===== src/rtl/bfm_pkg.sv =====
// Shared constants, types and helpers for the Murmur3 Bloom filter core.
package bfm_pkg;

  localparam int MAX_BITS_DEF   = 1048576;
  localparam int HASH_COUNT_DEF = 7;
  localparam int CFG_W          = 21;
  localparam logic [CFG_W-1:0] BIT_COUNT_RST = 21'd1048576;

  localparam logic [31:0] MM_C1  = 32'hcc9e2d51;
  localparam logic [31:0] MM_C2  = 32'h1b873593;
  localparam logic [31:0] MM_ADD = 32'he6546b64;
  localparam logic [31:0] MM_F1  = 32'h85ebca6b;
  localparam logic [31:0] MM_F2  = 32'hc2b2ae35;

  typedef enum logic [3:0] {
    ST_CLEAR, ST_IDLE, ST_K1, ST_K2, ST_K3, ST_MIX, ST_F0, ST_F1,
    ST_F2, ST_DIV, ST_RD, ST_WR, ST_DONE
  } state_t;

  typedef enum logic [3:0] {
    DP_NOP, DP_CLEAR, DP_TAKE, DP_K1, DP_K2, DP_K3, DP_MIX, DP_F0,
    DP_F1, DP_F2, DP_DIV, DP_RD, DP_WR, DP_RESULT, DP_RESTART
  } dp_op_t;

  typedef struct packed {
    dp_op_t op;
  } cmd_t;

  typedef struct packed {
    logic take_go;    // accepted byte fills a block or ends the key
    logic blk_full;
    logic key_last;
    logic key_op;
    logic hash_last;
    logic div_done;
    logic clr_done;
    logic out_free;
  } status_t;

  function automatic logic [31:0] rotl32(input logic [31:0] x, input int r);
    rotl32 = (x << r) | (x >> (32 - r));
  endfunction

endpackage


===== src/rtl/bfm_ctrl.sv =====
// Sequencer for the Bloom filter: clearing, hashing, reduction and bit access.
module bfm_ctrl (
  input  logic             clk,
  input  logic             rst,
  input  logic             key_valid,
  output logic             key_ready,
  input  bfm_pkg::status_t st,
  output bfm_pkg::cmd_t    cmd
);
  import bfm_pkg::*;

  state_t state, state_next;

  always_ff @(posedge clk) begin
    if (rst) begin
      state <= ST_CLEAR;
    end else begin
      state <= state_next;
    end
  end

  always_comb begin
    state_next = state;
    key_ready  = 1'b0;
    cmd.op     = DP_NOP;
    case (state)
      ST_CLEAR: begin
        cmd.op = DP_CLEAR;
        if (st.clr_done) state_next = ST_IDLE;
      end
      ST_IDLE: begin
        key_ready = 1'b1;
        if (key_valid) begin
          cmd.op = DP_TAKE;
          if (st.take_go) state_next = ST_K1;
        end
      end
      ST_K1: begin
        cmd.op = DP_K1;
        state_next = ST_K2;
      end
      ST_K2: begin
        cmd.op = DP_K2;
        state_next = ST_K3;
      end
      ST_K3: begin
        cmd.op = DP_K3;
        state_next = st.blk_full ? ST_MIX : ST_F0;
      end
      ST_MIX: begin
        cmd.op = DP_MIX;
        if (st.hash_last) state_next = st.key_last ? ST_K1 : ST_IDLE;
      end
      ST_F0: begin
        cmd.op = DP_F0;
        state_next = ST_F1;
      end
      ST_F1: begin
        cmd.op = DP_F1;
        state_next = ST_F2;
      end
      ST_F2: begin
        cmd.op = DP_F2;
        state_next = ST_DIV;
      end
      ST_DIV: begin
        cmd.op = DP_DIV;
        if (st.div_done) state_next = ST_RD;
      end
      ST_RD: begin
        cmd.op = DP_RD;
        state_next = ST_WR;
      end
      ST_WR: begin
        cmd.op = DP_WR;
        state_next = st.hash_last ? ST_DONE : ST_F0;
      end
      ST_DONE: begin
        if (st.key_op) begin
          cmd.op = DP_RESTART;
          state_next = ST_IDLE;
        end else if (st.out_free) begin
          cmd.op = DP_RESULT;
          state_next = ST_IDLE;
        end
      end
      default: begin
        state_next = ST_IDLE;
      end
    endcase
  end

endmodule


===== config.mk =====
export PLATFORM = sky130hd
export DESIGN_NAME = bfm_ctrl
export DESIGN_NICKNAME = d
export VERILOG_FILES = /design/src/rtl/bfm_pkg.sv /design/src/rtl/bfm_ctrl.sv
export SDC_FILE = /design/constraint.sdc
export NUM_CORES = 1
export LEC_CHECK = 0
export ABC_CLOCK_PERIOD_IN_PS = 2000
export BUFFER_PORTS_ARGS = -buffer_cell sky130_fd_sc_hd__buf_2
export CAP_MARGIN = 15
export CORE_AREA = 3 3 40 42
export CTS_CLUSTER_SIZE = 40
export DETAILED_ROUTE_END_ITERATION = 10
export DIE_AREA = 0 0 43 45
export PLACE_DENSITY_LB_ADDON = 0.1
export SLEW_MARGIN = 0
export SYNTH_ARGS = -nofsm -noshare
export SYNTH_HDL_FRONTEND = slang
export SYNTH_SLANG_ARGS = --single-unit

===== constraint.sdc =====
create_clock -name clk -period 2 [get_ports clk]
set_input_delay 0.1 -clock clk [delete_from_list [all_inputs] [get_ports clk]]
set_output_delay 0.1 -clock clk [all_outputs]
set_load 0.03 [all_outputs]

Yosys cells after proc, flatten, opt, wreduce, memory -nomap -nowiden
Cells that the tools add are included.
Widths: inputs -> output; s select.
{"block": "op_classes", "n_eq_ne": 18, "muxes": 16, "reduce_logical": 2}
{"op": "$pmux 4 s13", "count": 2}
{"op": "$mux 4", "count": 10}
{"op": "$eq 4x4->1 const B", "count": 5}
{"op": "$eq 4x3->1 const B", "count": 4}
{"op": "$ne 2x2->1 const B", "count": 5}
{"op": "$eq 4x2->1 const B", "count": 2}
{"op": "$mux 2", "count": 3}
{"op": "$reduce_and 6->1", "count": 1}
{"op": "$eq 4x1->1 const B", "count": 1}
{"op": "$logic_not 4->1", "count": 1}
{"op": "$ne 3x3->1 const B", "count": 1}
{"op": "$mux 1", "count": 1}
{"block": "totals", "register_bits": 4, "output_inout_bits": 5, "elab_cells": 37}

Logic depth before layout (Yosys ltp)
Gate-level depths: netlist (run 1).
{"block": "depth", "word_depth": 3, "depth_mapped": 5}

Least setup slack after synthesis (run 1)
No wires, ideal clock.
{"block": "synth_timing", "path_kind": "reg2out", "startpoint": "reg state[0]", "endpoint": "out cmd[1] (netlist name)", "arrival_time_ns": 1.476, "path_slack_ns": 0.424, "stages_incl_launch_ff": 6, "path_buffers": 1, "cell_sequence": "dfxtp_1 -> buf_2 -> o21ai_0 -> nor2_1 -> a21oi_1 -> o21ai_0"}
{"element": "start: declaration", "line_no": "bfm_ctrl.sv:12", "source": "state_t state, state_next;"}
{"element": "start signal: assignment", "line_no": "bfm_ctrl.sv:18", "source": "state <= state_next;"}
{"element": "end: declaration", "line_no": "bfm_ctrl.sv:8", "source": "output bfm_pkg::cmd_t cmd"}

==> results.yml, run 1 <==
outcome:
  status: "finished clean"
die:
  die-area_um2: 1935
  die_h_um: 45
  core-area_um2: 1285
  ioPinCount: 16
  start_util_pct: 32.23
  die_w_um: 43
  num_rows: 13
sta:
  final-hold-violation-count: 0
  fin_crit_ns: 1.679
  fmax_mhz: 595.7
  fin_tns_setup_ns: 0
  clock-skew-final_ns: 0.002115
  layout_setup_ws_ns: 0.3214
  slew_violations: 0
  setup_viol: 0
  max_slew_margin_pct: 64.28
  rsz0062_at_grt: "no"
  tightest_slew_ns: 0.5350
  finalCritPeriodShare_pct: 83.93
global_routing:
  grtUsageTotal_pct: 12.91
  grt_antenna_before_repair: 0
  grt_max_degree: 18
  grt_pass1_wl_mm: 1.869
  grt_overflow: 0
  grt_pass1_vias: 438
placed_design:
  gp_congestion: 0.7413
  place_ws_ns: 0.4915
  dp_hpwl_um: 803.4
  post-place-cells: 89
  place_area_um2: 494.2
  io_buffer_count: 15
logic_synthesis:
  synth_top_area_share_pct: 19.34
  ys_seq_elements: 4
  seq_area_frac_synth_pct: 19.34
  synth-edff-count: 0
  synth_area_leaders: "dfxtp_1 (19%), a21oi_1 (9.7%), o21ai_0 (9.7%)"
  syn-mean-instance-area_um2: 6.574
  synth_warnings: 0
  synthArstFlopShare_pct: 0
  ys_types: 23
  syn_nets: 74
  synth-main-ff-cell: "dfxtp_1"
  syn_area_um2: 414.1
  synthCells: 63
  synth_area_leader_cell: "dfxtp_1"
  ys_top_cells_by_count: "a21oi_1 (8), o21ai_0 (8), nor2_1 (7), buf_2 (5)"
cells_and_area:
  area_delta_synth_final_pct: 24.77
  nets: 90
  stdcell_count: 92
  drive_gt1_share_pct: 31.17
  largest_register_ffs: 4
  top_register: "state"
  postLayoutCellArea_um2: 516.7
  n_antenna_cell: 0
  top_regs: "state: 4 flops"
route:
  dr.pass1.iters: 4
  detail_route.wl_per_cell_um: 12.60
  route.detailed.drc: 0
  ant_nets: 0
  drtIter0Drc: 16
  vias: 508
  viasPerCell: 5.522
  wirelength_mm: 1.159
worst_setup_path:
  endpoint_kind: "output pin"
  path_buf_inv: 2
  required_ns: 1.90
  slowest_delay_ns: 0.54
  cp_cell_sequence: "buf_4, a31oi_1, o21ba_2, buf_2"
  rr_worst_depth: 4
  path_class: "reg2out"
  path_max_fanout: 12
  path_depth: 4
  cp.arrival_ns: 1.58
  crit_slowest_cell: "dfxtp_1"
  cp_top_family: "flip-flops"
  worstSetupStartpointType: "register"
job:
  cap_violations: 0
clock_tree:
  path_clk_slew_ns: 0.04
  post_cts_resized: 0
  postCtsHoldBufs: 0
  cts_setup_buffers: 0
  cts_sinks: 4
  root_buffer: "clkbuf_4"
  h-tree-depth: 1
  numCtsBuffers: 3
  insertion_delay_ns: 0.23
  cts_tree: "yes"
  cts_buffer_depth: 2
power_and_ir_drop:
  p_leak_nw: 0.2161
  peakVddDrop_mv: 0.4033
  power_density_nw_per_um2: 717.5
  power.total_w: 0.0003707
min_path:
  hold_depth: 2
  holdCritPathClass: "in2reg"
## logic make-up (layout without fill, tap and decap cells)
group                  after synthesis  in the layout  synth area share, %
AO/OA/AOI/OAI                       27             27                40.79
buffers and inverters                8             22                8.760
flip-flops                           4              4                19.34
AND/OR/NAND/NOR                     24             24                31.12
## per-stage QoR
| step | utilization, % | hold slack, ns |
|---|---|---|
| 6_report | 40.21 | 0.1013 |
| 5_1_grt | 40.21 | 0.09716 |
| 2_1_floorplan | - | 0.1728 |
| 3_5_place_dp | 38.46 | 0.3311 |
| 4_1_cts | 40.21 | 0.07931 |
| 3_3_place_gp | 38.46 | 0.3344 |
## report_power, final
part           internal [W]  switching (W)  total [W]
clock             0.0000671      0.0000319  0.0000990
combinational     0.0000622      0.0000845   0.000147
sequential        0.0000894      0.0000356   0.000125
## cells in the final DEF (no fill, tap or decap), drive strengths merged
cell,netlist,layout
a21oi,9,9
o21ba,1,1
buf,5,17
o211a,1,1
inv,2,2
nor2,7,7
dfxtp,4,4
o21ai,8,8
nand3b,3,3
or4b,1,1
a31o,1,1
a221o,1,1
a22oi,2,2
nor3,4,4
clkbuf,1,3
a211oi,1,1
o22ai,1,1
a31oi,2,2
nand2b,2,2
nand2,4,4
nor2b,2,2
or3,1,1
## layout make-up
cell class | count | area [um2]
inverters | 2 | 7.507
flip-flops and latches | 4 | 80.08
repair buffers | 17 | 90.09
well taps | 15 | 18.77
clock buffers | 3 | 22.52
multi-input cells | 51 | 297.8
fillers | 143 | 768.2
## worst reg2reg max path: cells and delay by family (launching register included)
kind | cells | cell delay [ns]
AOI/OAI and AO/OA | 3 | 0.35
and+or+nand+nor | 1 | 0.52
DFF | 1 | 0.54
## routing by layer
metal / track usage (%) / up-vias / share of wire [%]
li1: - / 261 / -
met2: 19.16 / 17 / 46
met4: 7.229 / 0 / 0
met1: 16.63 / 230 / 47
met3: 3.984 / 0 / 7.2
met5: 0 / - / 0
## final timing paths
| path | startpoint | end | slack (ns) |
|---|---|---|---|
| max | state[2]$_SDFFE_PP0P_ | cmd[3] | 0.32 |
| min | rst | state[3]$_SDFFE_PP0P_ | 0.10 |
| max reg2reg | state[2]$_SDFFE_PP0P_ | state[0]$_SDFFE_PP0P_ | 0.47 |
| min reg2reg | state[3]$_SDFFE_PP0P_ | state[1]$_SDFFE_PP0P_ | 0.68 |
(Power assumes the default switching activity.)
==> inputs of run 2 (changes only) <==
--- a/config.mk
+++ b/config.mk
@@ -5,7 +5,7 @@
 export SDC_FILE = /design/constraint.sdc
 export NUM_CORES = 1
 export LEC_CHECK = 0
-export ABC_CLOCK_PERIOD_IN_PS = 2000
+export ABC_CLOCK_PERIOD_IN_PS = 1800
 export BUFFER_PORTS_ARGS = -buffer_cell sky130_fd_sc_hd__buf_2
 export CAP_MARGIN = 15
 export CORE_AREA = 3 3 40 42
==> constraint.sdc (replaced) <==
create_clock -name clk -period 1.8 [get_ports clk]
set_input_delay 0.09 -clock clk [delete_from_list [all_inputs] [get_ports clk]]
set_output_delay 0.09 -clock clk [all_outputs]
set_load 0.03 [all_outputs]
==> run 2 against run 1 <==
Cell area rose by 1.7%. Final cell count rose by 1.1%. Hold slack got worse by 0.019 ns. Clock power rose by 7%. Combinational power rose by 18%.
==> results.yml, run 2 (same netlist as run 1, synthesis figures left out) <==
clock_tree:
  cts_setup_buffers: 0
  cts_sinks: 4
  cts_tree: "yes"
  cts_buffer_depth: 2
  root_buffer: "clkbuf_4"
  h-tree-depth: 1
  numCtsBuffers: 3
  path_clk_slew_ns: 0.03
  insertion_delay_ns: 0.23
cells_and_area:
  nets: 91
  top_register: "state"
  final.fill_count: 157
  drive_gt1_share_pct: 33.33
  top_regs: "state: 4 flops"
  largest_register_ffs: 4
  layout_common_cells: "buf_2 (15), a21oi_1 (8), o21ai_0 (8)"
  n_antenna_cell: 0
  final_common_cell: "buf_2"
  stdcell_count: 93
  area_delta_synth_final_pct: 26.89
sta:
  final-hold-violation-count: 0
  rsz0062_at_grt: "no"
  fmax_mhz: 612.1
  whs_ns: 0.08231
  fin_tns_setup_ns: 0
  finalCritPeriodShare_pct: 90.76
  tightest_slew_ns: 0.4116
  setup_viol: 0
  clock-skew-final_ns: 0.001469
  slew_violations: 0
  max_slew_margin_pct: 72.52
  fin_crit_ns: 1.634
route:
  viasPerCell: 5.258
  wirelength_mm: 1.133
  ant_nets: 0
  drtIter0Drc: 12
  vias: 489
  dr.pass1.iters: 4
  detail_route.wl_per_cell_um: 12.18
  route.detailed.drc: 0
job:
  cap_violations: 0
die:
  num_rows: 13
  core-area_um2: 1285
  die_h_um: 45
  start_util_pct: 32.23
  die-area_um2: 1935
  die_w_um: 43
  ioPinCount: 16
power_and_ir_drop:
  sw_frac_of_total_pct: 40.02
  p_leak_nw: 0.2215
  power.net_switching_w: 0.0001656
  peakVddDrop_mv: 0.2920
  seqPwrFrac_pct: 32.5
  power_density_nw_per_um2: 787.5
  p_clk_share_pct: 25.5
  intPower_w: 0.0002482
  p_comb_share_pct: 42.0
global_routing:
  grt_antenna_before_repair: 0
  grtUsageTotal_pct: 12.65
  grt_overflow: 0
  grt_max_degree: 18
  grt_pass1_vias: 426
  grt_pass1_wl_mm: 1.814
worst_setup_path:
  path_max_fanout: 12
  path_class: "reg2out"
  crit_path_start: "state[2]$_SDFFE_PP0P_"
  r2r_slack_ns: 0.32
  cp.arrival_ns: 1.54
  worstSetupStartpointType: "register"
  r2r-start: "state[2]$_SDFFE_PP0P_"
  r2r_end: "state[0]$_SDFFE_PP0P_"
  required_ns: 1.71
  rr_worst_depth: 4
  endpoint_kind: "output pin"
min_path:
  hold_depth: 2
  holdCritPathClass: "in2reg"
  min_from: "rst"
  whs_endpoint: "state[2]$_SDFFE_PP0P_"
outcome:
  status: "finished clean"
placed_design:
  post-place-cells: 90
  gp_congestion: 0.7742
  io_buffer_count: 15
  dp_hpwl_um: 853.2
==> run 2: cell types whose count changed in the layout (fill, tap and decap cells not counted) <==
cell,delta
buf_4,+1
dfxtp_1,-1
dfxtp_2,+1
==> run 2: what timing repair did <==
item | CTS | global route
hold buffers | 0 | 0
resized for setup | 0 | 1
setup endpoints to repair | 0 | 1
==> run 2: worst max path at each step <==
stage	endpoint	slack [ns]	cells past startpoint
after floorplan	cmd[1]	0.23	5
after global routing	cmd[1]	0.06	5
final	cmd[3]	0.17	4
after global placement	state[0]$_SDFFE_PP0P_	0.33	4
after detailed placement	state[0]$_SDFFE_PP0P_	0.30	4
after CTS	cmd[3]	0.17	4
==> run 2: metal layers <==
layer	part of all wire, %	vias up	wire, um	global-route usage (%)
met5	0	-	0	0
met4	0	0	0	9.036
met3	6.2	0	70	1.195
met2	44	14	495	19.16
met1	50	215	567	16.83
li1	-	260	-	-
==> run 2: through the flow <==
step	instance area (um2)	power, W	util (%)	setup slack [ns]
finish	525.5	0.0004138	40.90	0.1663
global route	525.5	0.0004509	40.90	0.05636
CTS	524.3	0.0004201	40.80	0.1658
detailed placement	501.7	0.0003082	39.05	0.3043
global placement	501.7	0.0003093	39.05	0.3305
floorplan	414.1	0.0002558	-	0.2344
==> run 2: area by class of cell <==
class                           instances  area, um2  area share, %
Inverter                                2      7.507          1.429
Timing Repair Buffer                   18      97.59          18.57
Sequential cell                         4      81.33          15.48
Tap cell                               15      18.77          3.571
Clock buffer                            3      22.52          4.286
Multi-Input combinational cell         51      297.8          56.67
==> run 2: worst max-delay path, stage by stage (launching register included) <==
cell,delay [ns]
dfxtp_1,0.52
buf_4,0.24
a31oi_1,0.12
o21ba_2,0.25
buf_2,0.18
==> run 2: power by group through the flow <==
stage / combinational [W] / clock (W) / sequential (W)
finish: 0.000174 / 0.000106 / 0.000134
global route: 0.000195 / 0.000118 / 0.000137
CTS: 0.000175 / 0.000113 / 0.000132
detailed placement: 0.000175 / 0 / 0.000133
global placement: 0.000177 / 0 / 0.000133
floorplan: 0.000144 / 0 / 0.000112
